===== src/hdl/hsvrgb_pkg.sv =====
// hsvrgb_pkg: shared types and constants for the HSV to RGB converter.
// No dependencies.
`timescale 1ns / 1ps

package hsvrgb_pkg;

	localparam int HUE_W    = 16;
	localparam int CH_W     = 8;
	localparam int WEIGHT_W = 9;
	localparam int PROD_W   = 2 * CH_W;

	// default depth of the queue between front and back
	localparam int QUEUE_DEPTH = 4;

	// floor(n / 3) for n < 512 as (n * RECIP3) >> RECIP3_SHIFT
	localparam int RECIP3       = 171;
	localparam int RECIP3_SHIFT = 9;
	// multiple of three that lifts floor(hue / 512) above zero
	localparam int TURN_BIAS    = 66;

	typedef enum logic [2:0] {
		SECT_RED_YELLOW    = 3'd0,
		SECT_YELLOW_GREEN  = 3'd1,
		SECT_GREEN_CYAN    = 3'd2,
		SECT_CYAN_BLUE     = 3'd3,
		SECT_BLUE_MAGENTA  = 3'd4,
		SECT_MAGENTA_RED   = 3'd5
	} sector_t;

	typedef struct packed {
		logic [CH_W-1:0]     chroma;
		logic [CH_W-1:0]     brightness;
		logic [WEIGHT_W-1:0] weight;
		sector_t             sector;
	} hsv_item_t;

endpackage


===== src/hdl/hsvrgb_front.sv =====
// hsvrgb_front: takes HSV words, wraps the hue into a sector and weight,
// and works out chroma in two stages. Depends on hsvrgb_pkg.
`timescale 1ns / 1ps

module hsvrgb_front
	import hsvrgb_pkg::*;
(
	input  logic                    clk,
	input  logic                    arst_n,
	input  logic                    in_valid,
	output logic                    in_ready,
	input  logic signed [HUE_W-1:0] hue,
	input  logic [CH_W-1:0]         saturation,
	input  logic [CH_W-1:0]         brightness,
	output logic                    out_valid,
	input  logic                    out_ready,
	output hsv_item_t               out_item
);

	logic                vld_s1, vld_s2;
	logic                s1_ready, s2_ready;
	logic [PROD_W-1:0]   prod_s1;
	logic [CH_W-1:0]     bri_s1;
	logic [WEIGHT_W-1:0] weight_s1;
	sector_t             sector_s1;
	hsv_item_t           item_s2;

	logic [7:0]          turn_n;
	logic [15:0]         recip_prod;
	logic [6:0]          turn_div;
	logic [7:0]          turn_mod;
	logic [8:0]          hue_low;
	logic [WEIGHT_W-1:0] weight;
	logic [PROD_W:0]     rounded;
	logic [PROD_W:0]     div_sum;

	assign s2_ready = !vld_s2 || out_ready;
	assign s1_ready = !vld_s1 || s2_ready;
	assign in_ready = s1_ready;

	// hue mod 1536: low nine bits give the place in a pair of sectors,
	// the upper seven bits taken mod 3 give the pair
	always_comb begin
		turn_n     = {hue[HUE_W-1], hue[HUE_W-1:9]} + 8'(TURN_BIAS);
		recip_prod = 16'(turn_n) * 16'(RECIP3);
		turn_div   = recip_prod[15:RECIP3_SHIFT];
		turn_mod   = turn_n - 8'(3 * turn_div);
		hue_low    = hue[8:0];
		if (hue_low[8]) begin
			weight = 9'(10'd512 - {1'b0, hue_low});
		end else begin
			weight = hue_low;
		end
	end

	// (p + 127) / 255 as (n + (n >> 8) + 1) >> 8
	always_comb begin
		rounded = {1'b0, prod_s1} + (PROD_W + 1)'(127);
		div_sum = rounded + (PROD_W + 1)'(rounded[PROD_W:CH_W]) + (PROD_W + 1)'(1);
	end

	always_ff @(posedge clk or negedge arst_n) begin
		if (!arst_n) begin
			vld_s1 <= 1'b0;
			vld_s2 <= 1'b0;
		end else begin
			if (s1_ready) begin
				vld_s1 <= in_valid;
			end
			if (s2_ready) begin
				vld_s2 <= vld_s1;
			end
		end
	end

	always_ff @(posedge clk) begin
		if (s1_ready && in_valid) begin
			prod_s1   <= PROD_W'(saturation) * PROD_W'(brightness);
			bri_s1    <= brightness;
			weight_s1 <= weight;
			sector_s1 <= sector_t'({turn_mod[1:0], hue_low[8]});
		end
		if (s2_ready && vld_s1) begin
			item_s2.chroma     <= div_sum[PROD_W-1:CH_W];
			item_s2.brightness <= bri_s1;
			item_s2.weight     <= weight_s1;
			item_s2.sector     <= sector_s1;
		end
	end

	assign out_valid = vld_s2;
	assign out_item  = item_s2;

endmodule


===== src/hdl/hsvrgb_queue.sv =====
// hsvrgb_queue: short register queue between front and back.
// Depends on hsvrgb_pkg.
`timescale 1ns / 1ps

module hsvrgb_queue
	import hsvrgb_pkg::*;
#(
	parameter int DEPTH = QUEUE_DEPTH
) (
	input  logic      clk,
	input  logic      arst_n,
	input  logic      in_valid,
	output logic      in_ready,
	input  hsv_item_t in_item,
	output logic      out_valid,
	input  logic      out_ready,
	output hsv_item_t out_item
);

	localparam int PTR_W = (DEPTH > 1) ? $clog2(DEPTH) : 1;
	localparam int CNT_W = $clog2(DEPTH + 1);

	hsv_item_t        entry_q [DEPTH];
	logic [PTR_W-1:0] wr_ptr_q, rd_ptr_q;
	logic [CNT_W-1:0] count_q;
	logic             push, pop;

	assign in_ready  = count_q != CNT_W'(DEPTH);
	assign out_valid = count_q != '0;
	assign push      = in_valid && in_ready;
	assign pop       = out_valid && out_ready;
	assign out_item  = entry_q[rd_ptr_q];

	always_ff @(posedge clk or negedge arst_n) begin
		if (!arst_n) begin
			wr_ptr_q <= '0;
			rd_ptr_q <= '0;
			count_q  <= '0;
		end else begin
			if (push) begin
				wr_ptr_q <= (wr_ptr_q == PTR_W'(DEPTH - 1)) ? '0 : wr_ptr_q + 1'b1;
			end
			if (pop) begin
				rd_ptr_q <= (rd_ptr_q == PTR_W'(DEPTH - 1)) ? '0 : rd_ptr_q + 1'b1;
			end
			if (push && !pop) begin
				count_q <= count_q + 1'b1;
			end else if (pop && !push) begin
				count_q <= count_q - 1'b1;
			end
		end
	end

	always_ff @(posedge clk) begin
		if (push) begin
			entry_q[wr_ptr_q] <= in_item;
		end
	end

`ifndef NO_ASSERTIONS
	a_count_bound: assert property (@(posedge clk) disable iff (!arst_n)
		count_q <= CNT_W'(DEPTH))
		else $error("queue count beyond depth");
	a_push_only: assert property (@(posedge clk) disable iff (!arst_n)
		push && !pop |=> count_q == $past(count_q) + 1'b1)
		else $error("queue count missed a push");
	a_ptr_gap: assert property (@(posedge clk) disable iff (!arst_n)
		(count_q == '0 || count_q == CNT_W'(DEPTH)) |-> wr_ptr_q == rd_ptr_q)
		else $error("queue pointers out of step with count");
`endif

endmodule


===== src/hdl/hsvrgb_back.sv =====
// hsvrgb_back: forms the secondary term, places channels by sector and
// adds the offset; drives the result register. Depends on hsvrgb_pkg.
`timescale 1ns / 1ps

module hsvrgb_back
	import hsvrgb_pkg::*;
(
	input  logic            clk,
	input  logic            arst_n,
	input  logic            in_valid,
	output logic            in_ready,
	input  hsv_item_t       in_item,
	output logic            out_valid,
	input  logic            out_ready,
	output logic [CH_W-1:0] red,
	output logic [CH_W-1:0] green,
	output logic [CH_W-1:0] blue
);

	logic            vld_s1, vld_s2;
	logic            s1_ready, s2_ready;
	logic [CH_W-1:0] x_s1, c_s1, m_s1;
	sector_t         sector_s1;
	logic [CH_W-1:0] red_s2, green_s2, blue_s2;

	logic [PROD_W:0] x_sum;
	logic [CH_W-1:0] r_sel, g_sel, b_sel;

	assign s2_ready = !vld_s2 || out_ready;
	assign s1_ready = !vld_s1 || s2_ready;
	assign in_ready = s1_ready;

	assign x_sum = (PROD_W + 1)'(in_item.chroma) * (PROD_W + 1)'(in_item.weight)
		+ (PROD_W + 1)'(128);

	always_comb begin
		unique case (sector_s1)
			SECT_RED_YELLOW: begin
				r_sel = c_s1; g_sel = x_s1; b_sel = '0;
			end
			SECT_YELLOW_GREEN: begin
				r_sel = x_s1; g_sel = c_s1; b_sel = '0;
			end
			SECT_GREEN_CYAN: begin
				r_sel = '0; g_sel = c_s1; b_sel = x_s1;
			end
			SECT_CYAN_BLUE: begin
				r_sel = '0; g_sel = x_s1; b_sel = c_s1;
			end
			SECT_BLUE_MAGENTA: begin
				r_sel = x_s1; g_sel = '0; b_sel = c_s1;
			end
			default: begin
				r_sel = c_s1; g_sel = '0; b_sel = x_s1;
			end
		endcase
	end

	always_ff @(posedge clk or negedge arst_n) begin
		if (!arst_n) begin
			vld_s1 <= 1'b0;
			vld_s2 <= 1'b0;
		end else begin
			if (s1_ready) begin
				vld_s1 <= in_valid;
			end
			if (s2_ready) begin
				vld_s2 <= vld_s1;
			end
		end
	end

	always_ff @(posedge clk) begin
		if (s1_ready && in_valid) begin
			x_s1      <= x_sum[PROD_W-1:CH_W];
			c_s1      <= in_item.chroma;
			m_s1      <= in_item.brightness - in_item.chroma;
			sector_s1 <= in_item.sector;
		end
		if (s2_ready && vld_s1) begin
			red_s2   <= r_sel + m_s1;
			green_s2 <= g_sel + m_s1;
			blue_s2  <= b_sel + m_s1;
		end
	end

	assign out_valid = vld_s2;
	assign red       = red_s2;
	assign green     = green_s2;
	assign blue      = blue_s2;

endmodule


===== src/hdl/hsv_to_rgb_convert.sv =====
// hsv_to_rgb_convert: HSV to RGB pixel converter, top level.
// Path: front stages s1 and s2, then the queue, then back stages s1 and s2.
// Throughput: one word per cycle unless m_tready is low or the queue is full.
// Reset: arst_n clears stage valids and the queue count; no clearing pass.
// Depends on hsvrgb_pkg, hsvrgb_front, hsvrgb_queue, hsvrgb_back.
`timescale 1ns / 1ps

module hsv_to_rgb_convert
	import hsvrgb_pkg::*;
#(
	parameter int QDEPTH = QUEUE_DEPTH
) (
	input  logic        clk,
	input  logic        arst_n,
	input  logic        s_tvalid,
	output logic        s_tready,
	input  logic [31:0] s_tdata,  // hue[15:0], saturation[23:16], brightness[31:24]
	output logic        m_tvalid,
	input  logic        m_tready,
	output logic [23:0] m_tdata   // red[7:0], green[15:8], blue[23:16]
);

	logic      f_valid, f_ready;
	hsv_item_t f_item;
	logic      q_valid, q_ready;
	hsv_item_t q_item;

	hsvrgb_front u_front (
		.clk        (clk),
		.arst_n     (arst_n),
		.in_valid   (s_tvalid),
		.in_ready   (s_tready),
		.hue        (s_tdata[15:0]),
		.saturation (s_tdata[23:16]),
		.brightness (s_tdata[31:24]),
		.out_valid  (f_valid),
		.out_ready  (f_ready),
		.out_item   (f_item)
	);

	hsvrgb_queue #(
		.DEPTH (QDEPTH)
	) u_queue (
		.clk       (clk),
		.arst_n    (arst_n),
		.in_valid  (f_valid),
		.in_ready  (f_ready),
		.in_item   (f_item),
		.out_valid (q_valid),
		.out_ready (q_ready),
		.out_item  (q_item)
	);

	hsvrgb_back u_back (
		.clk       (clk),
		.arst_n    (arst_n),
		.in_valid  (q_valid),
		.in_ready  (q_ready),
		.in_item   (q_item),
		.out_valid (m_tvalid),
		.out_ready (m_tready),
		.red       (m_tdata[7:0]),
		.green     (m_tdata[15:8]),
		.blue      (m_tdata[23:16])
	);

endmodule


===== config.mk =====
export PLATFORM = sky130hd
export DESIGN_NAME = hsv_to_rgb_convert
export DESIGN_NICKNAME = d
export VERILOG_FILES = /design/src/hdl/hsvrgb_pkg.sv /design/src/hdl/hsvrgb_front.sv /design/src/hdl/hsvrgb_queue.sv /design/src/hdl/hsvrgb_back.sv /design/src/hdl/hsv_to_rgb_convert.sv
export SDC_FILE = /design/constraint.sdc
export NUM_CORES = 1
export LEC_CHECK = 0
export BUFFER_PORTS_ARGS = -buffer_cell sky130_fd_sc_hd__buf_2
export CORE_MARGIN = 2
export CORE_UTILIZATION = 45
export CTS_CLUSTER_DIAMETER = 40
export DETAILED_ROUTE_END_ITERATION = 6
export MAX_ROUTING_LAYER = met4
export PLACE_DENSITY = 0.57
export SYNTH_ARGS = -nofsm -noshare
export SYNTH_HDL_FRONTEND = slang
export SYNTH_HIERARCHICAL = 1
export SYNTH_SLANG_ARGS = --single-unit

===== constraint.sdc =====
create_clock -name clk -period 12.04 [get_ports clk]
set_input_delay 1.204 -clock clk [delete_from_list [all_inputs] [get_ports clk]]
set_output_delay 1.204 -clock clk [all_outputs]
set_load 0.05 [all_outputs]

# Yosys cells after proc, flatten, opt, wreduce, memory -nomap -nowiden

Memory sizes are Yosys's and may differ from the RTL's.
Cells that the tools add are included.

Register bits after elaboration: 126
RAM bits: 112
Input port bits: 36
Word-level logic and storage cells: 86
Memories kept: 1

$add $sub $neg: 15
Multipliers: 4
Eq/ne operators: 7
Multiplexer cells: 10
Reductions and logical operators: 26

Memories:

| memory          | words | bits a word | read ports | clocked after memory_dff | wr ports | line               | RTL |
|---|---|---|---|---|---|---|---|
| u_queue.entry_q | 4     | 28          | 1          | 0                        | 1        | hsvrgb_queue.sv:23 | `hsv_item_t entry_q [DEPTH];` |

Operator list:

| operator              | number |
|---|---|
| $pmux 8 s2            | 3 |
| $add 8x8->8           | 3 |
| $add 16x7->17 const B | 1 |
| $add 16x1->16 const B | 1 |
| $add 16x8->16 const B | 1 |
| $add 16x9->16         | 1 |
| $mul 8x8->16          | 1 |
| $mul 8x8->16 const B  | 1 |
| $mul 8x9->16          | 1 |
| $reduce_or 2->1       | 6 |
| $sub 1x9->9 const A   | 1 |
| $add 8x7->8 const B   | 1 |
| $mux 8                | 1 |
| $sub 8x8->8           | 1 |
| $logic_and 1x1->1     | 7 |
| $mul 2x7->2 const A   | 1 |
| $eq 3x2->1 const B    | 2 |
| $logic_not 1->1       | 6 |
| $mux 3                | 2 |
| $add 2x1->2 const B   | 2 |
| $eq 2x2->1 const B    | 2 |
| $logic_or 1x1->1      | 4 |
| $mux 2                | 2 |
| $add 3x1->3 const B   | 1 |
| other kinds (9)       | 10 |

# Logic depth before layout (Yosys ltp)

Gate-level depths: netlist (run 1).

Word-level depth: 7
Mapped depth: 20
Depth with buffers taken out: 20

# Cells and area by module

The synthesis (run 1) kept the hierarchy.

Modules (own cells, without submodules):

| module       | times used | cells an instance | area an instance (um^2) |
|---|---|---|---|
| hsvrgb_front | 1          | 523               | 5749.3 |
| hsvrgb_back  | 1          | 543               | 5476.5 |
| hsvrgb_queue | 1          | 183               | 4494.3 |

# Worst setup path after synthesis (run 1)

Ideal clock, no wire load.

Kind: input port to flip-flop
Start point: in s_tdata[17]
End point: reg u_front.prod_s1[15] (data pin)
Setup time: 0.260 ns
Data arrival time: 5.153 ns
Required time: 11.780 ns
Setup slack: 6.627 ns
Stages: 15
Path buffers: 0
Cell sequence: and2_1 -> fa_1 -> fa_1 -> inv_1 -> fa_1 -> fa_1 -> inv_1 -> ha_1 -> o21a_1 -> o31a_1 -> o211ai_1 -> a21oi_1 -> a2111oi_0 -> a21oi_1 -> xnor2_1

Cells in the longest elaborated chain, start to end: 1

Ends and longest elaborated chain:

| what                   | line                     | RTL |
|---|---|---|
| start: declaration     | hsv_to_rgb_convert.sv:17 | `input logic [31:0] s_tdata,` |
| $mul 8x8->16           | hsvrgb_front.sv:78       | `prod_s1 <= PROD_W'(saturation) * PROD_W'(brightness);` |
| end signal: assignment | hsvrgb_front.sv:78       |  |
| end: declaration       | hsvrgb_front.sv:22       | `logic [PROD_W-1:0] prod_s1;` |

No other way between the ends.
A chain may end at the register's enable or synchronous reset.

==> metrics.md, run 1 <==
| Metric | Value |
|---|---|
| Fillers | `approximately 3000` |
| I/O Buffers | `61` |
| Setup Skew | `0.01857 ns` |
| Hold Startpoint | `u_front/weight_s1[2]` |
| Setup TNS Final | `0 ns` |
| Final Critical Period | `around 5.5 ns` |
| EDFF count, synth | `about 230` |
| WP data required | `12.30 ns` |
| Register-to-register setup slack | `around 6.5 ns` |
| Hold path endpoint | `u_front/out_item[5]` |
| Share of the synthesized area in the top cell type | `0.4336` |
| GR peak layer | `met2` |
| Startpoint types | `flip-flop` |
| Max-Cap Viols | `0` |
| FP Rows | `68` |
| DRC viols | `0` |
| Final-report hold violation count | `0` |
| RSZ-0062 raised after global routing | `false` |
| Cell variety after synth | `70` |
| First-pass GRT wire length | `about 48000 um` |
| Area contributors post-synth | `edfxtp_1 (43%), fa_1 (12%), ha_1 (11%), and2_1 (4.6%), mux4_2 (4.0%)` |
| Final GP Congestion | `0.8151` |
| Core Area | `0.03446 mm^2` |
| Hold_buf cts | `0` |
| Post-CTS Resized | `0` |
| # diodes | `0` |
| Seq/Total Area, Yosys | `0.4511` |
| Grt met2 use | `0.2918` |
| XOR/XNOR Fraction of Synth Area | `0.05293` |
| TritonCTS clock tree | `done` |
| Largest net degree at the start of global routing | `37` |
| Initial DRT Pass Iterations | `4` |
| Hpwl dp | `roughly 21000 um` |
| Clock Sinks | `about 240` |
| Layout area overhead | `12.64%` |
| Nets@finish | `1604` |
| Clock latency on the worst-skew pair | `0.51 ns` |
| Via count | `slightly above 9000` |
| Max-slew headroom | `0.2989` |
| Worst-path clk slew | `0.05 ns` |
| Period utilization | `0.4594` |
| WL/cell | `about 16 um` |
| Clock root buffer | `clkbuf_16` |
| Vias per inst | `~5` |
| Clk buf depth | `3` |
| Dpl cells | `approximately 1800` |
| CTS Buf Count | `35` |
| Yosys Warn Count | `6` |
| DRT iter0 DRCs | `419` |
| Die height | `between 150 and 200 um` |
| Status | `complete, no violations` |
| Largest family of logic cells by synthesized area | `adder cells` |
| Initial Utilization | `0.4562` |
| Routed WL | `approximately 29000 um` |
| #FFs+latches synth | `about 240` |
| Simple-Gate Fraction of Synth Area | `0.1059` |
| R2R cell count | `16` |
| Post-synth top cells | `edfxtp_1 (227), inv_1 (165), ha_1 (141)` |
| Mux cell area share after synthesis | `0.04943` |
| Syn Nets | `between 1500 and 2000` |
| Chip width | `approximately 190 um` |
| I/O Pins | `62` |
| Post-Synthesis Cells | `roughly 1200` |
| Biggest area consumer among synthesized cells | `edfxtp_1` |
| Initial antenna violation count | `0` |
| Grt total ovfl | `0` |
| Final Non-Filler Cells | `1817` |
| CTS H-tree lvls | `2` |
| CP arrival | `5.79 ns` |
| Average size of a mapped cell | `about 13 um^2` |
| Critical Path Sink Type | `flip-flop` |
| Crit-path max FO | `31` |
| Ys async rst share | `0.04622` |
| Met1 Resource Use GR | `0.2095` |
| Vias in the first global route | `between 9000 and 10000` |
| FF-to-FF End | `u_back/x_s1[7]` |
| Final Max Tran Viols | `0` |
| GRT met3 Usage | `0.02478` |
| Post-CTS Setup Inserts | `0` |
| # setup viols final | `0` |
| All-layer global routing usage | `0.1700` |
| Fmax | `between 150 and 200 MHz` |
| Final core utilization | `0.5139` |
| WHS Path Cells | `0` |
| Synth Flop Type | `edfxtp_1` |
| Adder-Cell Fraction of Synth Area | `0.2281` |
| Post-Syn Area | `about 0.016 mm^2` |
| Worst Max-Slew Pin Slew | `1.052 ns` |
| Worst Hold Class | `reg -> reg` |
| R2r startpoint | `u_queue/rd_ptr_q[0]` |
| Total Die Area | `between 0.03 and 0.04 mm^2` |
| Worst Setup Path Type | `reg -> reg` |
| Synth Area in Compound Gates | `0.06558` |
| Proportion of layout cells with a drive suffix above 1 | `0.1380` |
| Most frequent cell after synthesis | `edfxtp_1` |
| Routed Antenna Nets | `0` |
==> metal layers <==
metal | part of all wire | routed length (um) | vias to the layer above
met1 | 0.44 | 12630 | 4521
met3 | 0.030 | 860 | 38
met5 | 0 | 0 | -
met4 | 0.023 | 642 | 0
li1 | - | - | 4521
met2 | 0.50 | 14370 | 124
==> logic make-up after synthesis <==
family,count (synthesis)
muxes,41
buffers and inverters,184
DFF,238
and+or+nand+nor,313
adders and majority gates,232
xor gates and xnor gates,92
AOI/OAI and AO/OA,149
==> stage by stage <==
stage | hold WS [ns] | area (um^2) | setup slack [ns]
after CTS | 0.4175 | 17710 | 6.444
final | 0.4168 | 17710 | 6.508
after detailed placement | 0.4045 | 16540 | 6.189
after floorplan | 0.4003 | 15720 | 6.627
after global placement | 0.4015 | 16540 | 6.246
after global routing | 0.4221 | 17710 | 6.166
==> layout by cell type (no fill, tap or decap), types with 4 or more instances in the layout <==
cell       instances
ha_1             141
xor2_1            23
o21ai_0           25
o21a_1             6
a211oi_1           8
mux2_2             5
and3_1             8
inv_1            165
nand3_1           10
xnor2_1           67
a21o_1            13
a21oi_1           38
inv_6              5
dfrtp_1           10
buf_4              7
nand2_1           88
a31oi_1           10
edfxtp_1         227
fa_1              91
clkbuf_1           4
nand2b_1          12
a22o_1            18
nor2_1            40
mux2i_1            6
clkbuf_16         36
nor2b_1            8
buf_2             61
nor3_1            12
and2_2             6
mux4_2            28
and2_1           111
==> worst max path at each step <==
stage | endpoint | cells after the start | startpoint
floorplan | u_front/prod_s1[15] | 15 | s_tdata[17]
global placement | u_front/prod_s1[15] | 17 | s_tdata[31]
detailed placement | u_front/prod_s1[15] | 17 | s_tdata[31]
CTS | u_back/x_s1[7] | 16 | u_queue/rd_ptr_q[0]
global route | u_back/x_s1[7] | 16 | u_queue/rd_ptr_q[0]
finish | u_back/x_s1[7] | 16 | u_queue/rd_ptr_q[0]
==> flip-flops by register name, summed over array words and instances, names as in the netlist <==
register / count
u_queue/wr_ptr_q: 2
u_back/blue: 8
u_back/x_s1: 8
u_back/vld_s1: 1
u_queue/rd_ptr_q: 2
u_back/c_s1: 8
u_front/out_item: 28
u_queue/count_q: 3
u_back/out_valid: 1
u_back/red: 8
u_back/sector_s1: 3
u_queue/entry_q: 112
u_front/sector_s1: 3
u_back/green: 8
u_front/weight_s1: 9
u_front/out_valid: 1
u_front/vld_s1: 1
u_front/prod_s1: 16
u_back/m_s1: 8
u_front/bri_s1: 8
==> critical path, cell delays in order, from the launching register on <==
cell,delay [ns]
dfrtp_2,0.33
buf_4,0.49
mux4_2,0.77
and2_1,0.25
fa_1,0.51
fa_1,0.44
fa_1,0.55
inv_1,0.05
fa_1,0.52
inv_1,0.04
ha_1,0.36
a21oi_1,0.15
a21oi_1,0.07
a211oi_1,0.20
o21ai_1,0.17
a31oi_1,0.24
xnor2_1,0.09
==> cell type report <==
| class | count | area (um^2) | share of cell area |
|---|---|---|---|
| sequential | 238 | 7093 | 0.4006 |
| clock buffer | 40 | 915.9 | 0.05172 |
| timing repair buffer | 68 | 357.8 | 0.02021 |
| multi-input combinational | 827 | 7898 | 0.4460 |
| inverter | 166 | 623.1 | 0.03519 |
| tap | 455 | 569.3 | 0.03215 |
| clock inverter | 23 | 250.2 | 0.01413 |
Power of run 1 is left out: the tool's default activity adds up to more than one toggle a clock period on the data nets, which glitch-free logic cannot reach.
==> inputs of run 2 (changes only) <==
--- a/config.mk
+++ b/config.mk
@@ -11,7 +11,7 @@
 export CTS_CLUSTER_DIAMETER = 40
 export DETAILED_ROUTE_END_ITERATION = 6
 export MAX_ROUTING_LAYER = met4
-export PLACE_DENSITY = 0.57
+export PLACE_DENSITY = 0.59
 export SYNTH_ARGS = -nofsm -noshare
 export SYNTH_HDL_FRONTEND = slang
 export SYNTH_HIERARCHICAL = 1
==> constraint.sdc (replaced) <==
create_clock -name clk -period 4.5 [get_ports clk]
set_input_delay 0.45 -clock clk [delete_from_list [all_inputs] [get_ports clk]]
set_output_delay 0.45 -clock clk [all_outputs]
set_load 0.05 [all_outputs]
==> run 2 against run 1 <==
Compared with the run above: the run now ends with setup timing left; setup slack got worse by 6.9 ns; sequential share of layout area fell by 2.5 points; utilization increased by 3.4 points; worst hold slack worse by 0.25 ns; critical endpoint is now u_back/x_s1[4].
==> metrics.md, run 2 (same netlist as run 1, synthesis figures left out) <==
| Metric | Value |
|---|---|
| Status | `complete, but fails checks` |
| Failing checks | `setup timing` |
| Startpoint types | `flip-flop` |
| Largest net degree at the start of global routing | `37` |
| WP data required | `about 4.8 ns` |
| First-pass GRT wire length | `slightly below 50000 um` |
| Final Critical Period | `just under 5 ns` |
| WL/cell | `approximately 15 um` |
| Final GP Congestion | `approximately 0.8` |
| RSZ-0062 raised after global routing | `true` |
| DRC viols | `0` |
| Nets@finish | `roughly 1700` |
| Final-report hold violation count | `0` |
| Cell Area, Placed | `about 0.017 mm^2` |
| CTS Buf Count | `35` |
| Initial Utilization | `0.4562` |
| Die height | `190.9 um` |
| Chip width | `190.9 um` |
| I/O Buffers | `~60` |
| Final core utilization | `0.5481` |
| Clock Sinks | `~240` |
| Design area | `around 0.019 mm^2` |
| Clk buf depth | `3` |
| CP arrival | `5.14 ns` |
| Final Max Tran Viols | `0` |
| TritonCTS clock tree | `done` |
| Clock root buffer | `clkbuf_16` |
| Proportion of layout cells with a drive suffix above 1 | `0.2362` |
| Fmax | `205.4 MHz` |
| Routed WL | `between 20000 and 30000 um` |
| Core Area | `0.03446 mm^2` |
| Worst-path clk slew | `roughly 0.05 ns` |
| Hpwl dp | `around 22000 um` |
| Commonest cells after routing, fill and taps aside | `edfxtp_1 (227), inv_1 (158), ha_1 (129)` |
| Hold_ws | `roughly 0.16 ns` |
| Top reg by flops | `u_queue/entry_q` |
| Grt total ovfl | `0` |
| Initial antenna violation count | `0` |
| Setup Skew | `0.03184 ns` |
| Total Die Area | `approximately 0.036 mm^2` |
| Max-Cap Viols | `0` |
| Initial DRT Pass Iterations | `4` |
| Worst setup margin | `-0.3686 ns` |
| Worst Hold Class | `in -> reg` |
| Max reg flops | `112` |
| Most common cell after layout, fill and taps aside | `edfxtp_1` |
| # diodes | `0` |
| Vias per inst | `roughly 5` |
| Period utilization | `1.082` |
| Layout area overhead | `20.14%` |
| Worst Setup Path Type | `reg -> reg` |
| All-layer global routing usage | `0.1731` |
| Final Non-Filler Cells | `between 1500 and 2000` |
| Crit-path max FO | `7` |
| Worst Max-Slew Pin Slew | `slightly below 0.8 ns` |
| Routed Antenna Nets | `0` |
| I/O Pins | `62` |
| CTS H-tree lvls | `2` |
| Critical Path Sink Type | `flip-flop` |
| DRT iter0 DRCs | `slightly below 500` |
| Vias in the first global route | `around 10000` |
| Clock latency on the worst-skew pair | `about 0.53 ns` |
| FP Rows | `68` |
| Via count | `9597` |
| Dpl cells | `1846` |
| # setup viols final | `7` |
| Max-slew headroom | `0.4694` |
==> run 2: cell count changes in the layout (fill, tap and decap cells not counted), moves of 5 or more <==
| cell | before | now |
|---|---|---|
| ha_4 | 0 | 11 |
| ha_1 | 141 | 129 |
| and2_1 | 111 | 100 |
| and2_4 | 0 | 12 |
| nand2_2 | 0 | 7 |
| inv_1 | 165 | 158 |
| a21oi_1 | 38 | 31 |
| buf_4 | 7 | 105 |
| inv_2 | 1 | 8 |
| a21oi_2 | 3 | 9 |
| buf_6 | 0 | 5 |
| nand2_1 | 88 | 81 |
==> run 2: final cells by class <==
| class | count | area, um^2 |
|---|---|---|
| flip-flops and latches | 238 | 7093 |
| well taps | 455 | 569.3 |
| fillers | 2920 | 15570 |
| clock buffers | 37 | 904.6 |
| inverters | 166 | 623.1 |
| clock inverters | 26 | 296.5 |
| multi-input cells | 827 | 8174 |
| repair buffers | 175 | 1225 |
==> run 2: repair_timing <==
action / in CTS / in global routing
endpoints found under the setup margin: 7 / 8
buffers inserted: 5 / 8
pin swaps: 2 / 20
hold buffers: 1 / 0
cloned: 0 / 1
endpoints found under the hold margin: 11 / 0
gates resized for setup: 2 / 24
==> run 2: per-stage QoR <==
stage	setup TNS, ns	setup WS [ns]
3_3_place_gp	-2.470	-0.2937
6_report	-2.057	-0.3686
5_1_grt	-3.391	-0.5433
4_1_cts	-1.532	-0.2856
2_1_floorplan	-0.4993	-0.1564
3_5_place_dp	-3.102	-0.3907
==> run 2: metal layers <==
| layer | share of wire | wire length [um] | track usage | up-vias |
|---|---|---|---|---|
| met5 | 0 | 0 | - | - |
| met4 | 0.022 | 657 | 0.05247 | 0 |
| met3 | 0.028 | 823 | 0.02754 | 49 |
| met2 | 0.51 | 14890 | 0.2950 | 129 |
| met1 | 0.44 | 12930 | 0.2123 | 4679 |
| li1 | - | - | - | 4740 |
==> run 2: path summary, 6_finish.rpt <==
check | from | endpoint | slack (ns) | cells after the start
worst min register to register | u_front/weight_s1[8] | u_front/out_item[11] | 0.41 | 0
worst min-delay path | s_tvalid | u_front/vld_s1 | 0.16 | 2
max in group asynchronous | arst_n | u_queue/rd_ptr_q[0] | 3.92 | 2
min in group asynchronous | arst_n | u_back/out_valid | 0.35 | 2
worst max-delay path | u_queue/rd_ptr_q[0] | u_back/x_s1[4] | -0.37 | 15
worst max register to register | u_queue/rd_ptr_q[0] | u_back/x_s1[4] | -0.37 | 15
==> run 2: critical path: stages, from the launching register on <==
cell,delay [ns]
dfrtp_2,0.43
clkbuf_16,0.18
mux4_2,0.59
nand2_2,0.11
fa_1,0.43
fa_1,0.51
inv_2,0.04
fa_1,0.49
fa_1,0.59
ha_4,0.21
nand4b_1,0.15
o221ai_4,0.16
a21oi_4,0.23
a21oi_2,0.09
o21a_1,0.18
o31a_1,0.23
Power of run 2 is left out for the same reason.
==> inputs of run 3 (changes only) <==
--- a/config.mk
+++ b/config.mk
@@ -12,6 +12,7 @@
 export DETAILED_ROUTE_END_ITERATION = 6
 export MAX_ROUTING_LAYER = met4
 export PLACE_DENSITY = 0.59
+export SETUP_SLACK_MARGIN = 0.4
 export SYNTH_ARGS = -nofsm -noshare
 export SYNTH_HDL_FRONTEND = slang
 export SYNTH_HIERARCHICAL = 1
==> run 3 against run 2 <==
Compared with the run above: the flow still finishes with violations (setup timing); via count is 1.1% lower; first-iteration DRC count is 27% lower; routed wire length is 1.1% higher; setup slack worse by 0.053 ns; highest routed layer unchanged; maximum frequency is 1.1% lower; register-to-register slack worse by 0.05 ns; cell area is 0.48% lower; worst hold slack worse by 0.065 ns.
==> metrics.md, run 3 (same netlist as run 1, synthesis figures left out) <==
| Metric | Value |
|---|---|
| Status | `complete, but fails checks` |
| Failing checks | `setup timing` |
| Fmax | `203.2 MHz` |
| Commonest cells after routing, fill and taps aside | `edfxtp_1 (227), inv_1 (152), ha_1 (120)` |
| Worst Hold Class | `in -> reg` |
| Max-slew headroom | `0.4609` |
| CP max stage cell | `mux4_2` |
| WP data required | `roughly 4.8 ns` |
| Crit path cell chain | `buf_12, mux4_2, buf_4, buf_4, and2_1, fa_1, fa_1, fa_1, inv_1, fa_1, inv_2, ha_4, a21oi_4, a21oi_2, o21a_1, o31a_1` |
| Worst Setup Path Type | `reg -> reg` |
| Max incr delay on CP | `0.60 ns` |
| FP Rows | `68` |
| Period utilization | `1.094` |
| Final Max Tran Viols | `0` |
| Chip width | `190.9 um` |
| Setup Skew | `between 0.015 and 0.02 ns` |
| RSZ-0062 raised after global routing | `true` |
| WL/cell | `approximately 16 um` |
| I/O Buffers | `slightly above 60` |
| Nets@finish | `between 1500 and 2000` |
| All-layer global routing usage | `0.1746` |
| Top delay family on crit path | `adder cells` |
| Worst Max-Slew Pin Slew | `0.8086 ns` |
| Max reg flops | `112` |
| DRC viols | `0` |
| Layout area overhead | `19.56%` |
| # setup viols final | `8` |
| Initial Utilization | `0.4562` |
| Max-Cap Viols | `0` |
| Clock latency on the worst-skew pair | `~0.56 ns` |
| Final Critical Period | `slightly below 5 ns` |
| Worst path most repeated cell | `fa_1` |
| Vias per inst | `5.015` |
| Hpwl dp | `between 20000 and 25000 um` |
| Via count | `9489` |
| Top reg by flops | `u_queue/entry_q` |
| Clk buf depth | `3` |
| CTS H-tree lvls | `1` |
| Routed Antenna Nets | `0` |
| CTS Buf Count | `31` |
| Buf+Inv Stages, Crit Path | `5` |
| Critical Path Sink Type | `flip-flop` |
| Final core utilization | `0.5454` |
| Vias in the first global route | `about 10000` |
| Proportion of layout cells with a drive suffix above 1 | `0.2430` |
| Initial DRT Pass Iterations | `4` |
| Grt total ovfl | `0` |
| Core Area | `0.03446 mm^2` |
| Cell Area, Placed | `~0.017 mm^2` |
| Worst-path clk slew | `around 0.06 ns` |
| Clock Sinks | `around 240` |
| DRT iter0 DRCs | `around 360` |
| Worst setup margin | `-0.4221 ns` |
| Design area | `0.01879 mm^2` |
| CP arrival | `approximately 5.2 ns` |
| Clock root buffer | `clkbuf_16` |
| Final GP Congestion | `around 0.84` |
| Register Area | `around 0.0071 mm^2` |
| Fillers | `2911` |
| Routed WL | `approximately 30000 um` |
| Total Die Area | `between 0.03 and 0.04 mm^2` |
| I/O Pins | `a little over 60` |
| TritonCTS clock tree | `done` |
| Final-report hold violation count | `0` |
| Largest net degree at the start of global routing | `37` |
| Initial antenna violation count | `1` |
| Most common cell after layout, fill and taps aside | `edfxtp_1` |
| Footprint of the multi-input gates | `between 0.008 and 0.009 mm^2` |
| Setup TNS Final | `-2.376 ns` |
| First-pass GRT wire length | `slightly below 50000 um` |
| Die height | `around 190 um` |
| Crit-path max FO | `6` |
| Startpoint types | `flip-flop` |
run 3: cell count changes in the layout (fill, tap and decap cells not counted), moves of 4 or more:
cell       before  now
ha_1          129  120
inv_1         158  152
clkinv_8        4    0
buf_4         105   78
clkbuf_16      37   32
ha_4           11   19
buf_2          61   57
inv_2           8   13
run 3: metrics by stage:
stage | hold WS, ns | worst slack [ns] | std cells
6_report | 0.09754 | -0.4221 | 1892
5_1_grt | 0.1011 | -0.6075 | 1892
4_1_cts | 0.07188 | -0.3194 | 1878
3_5_place_dp | 0.3398 | -0.3262 | 1816
3_3_place_gp | 0.3381 | -0.2527 | 1816
2_1_floorplan | 0.1544 | -0.1564 | 1249
run 3: final cells by class:
type,instances,share of cell area
repair buffers,149,0.05632
flip-flops and latches,238,0.3774
multi-input cells,827,0.4474
diodes,1,0.0001331
clock inverters,24,0.01365
inverters,166,0.03329
well taps,455,0.03029
clock buffers,32,0.04148
run 3: timing repair:
item | in CTS | in global routing
endpoints found under the hold margin | 11 | 0
setup endpoints to repair | 9 | 16
resized for setup | 4 | 61
buffers inserted | 5 | 12
pin swaps | 4 | 35
gates cloned | 0 | 1
hold buffers | 1 | 0
run 3: final timing paths:
path,cells after the start,slack (ns),startpoint,end
max reg2reg,16,-0.42,u_queue/rd_ptr_q[0],u_back/x_s1[4]
max,16,-0.42,u_queue/rd_ptr_q[0],u_back/x_s1[4]
max in group asynchronous,2,3.97,arst_n,u_queue/rd_ptr_q[0]
min in group asynchronous,2,0.30,arst_n,u_front/out_valid
min,2,0.1,s_tvalid,u_front/vld_s1
min reg2reg,0,0.42,u_front/bri_s1[2],u_front/out_item[14]
run 3: metal layers:
layer | up-vias | global-route usage | wire [um]
li1 | 4684 | - | -
met3 | 40 | 0.02313 | 937
met4 | 0 | 0.04532 | 599
met2 | 135 | 0.3059 | 15110
met1 | 4630 | 0.2131 | 12980
met5 | - | - | 0
Power of run 3 is left out for the same reason.
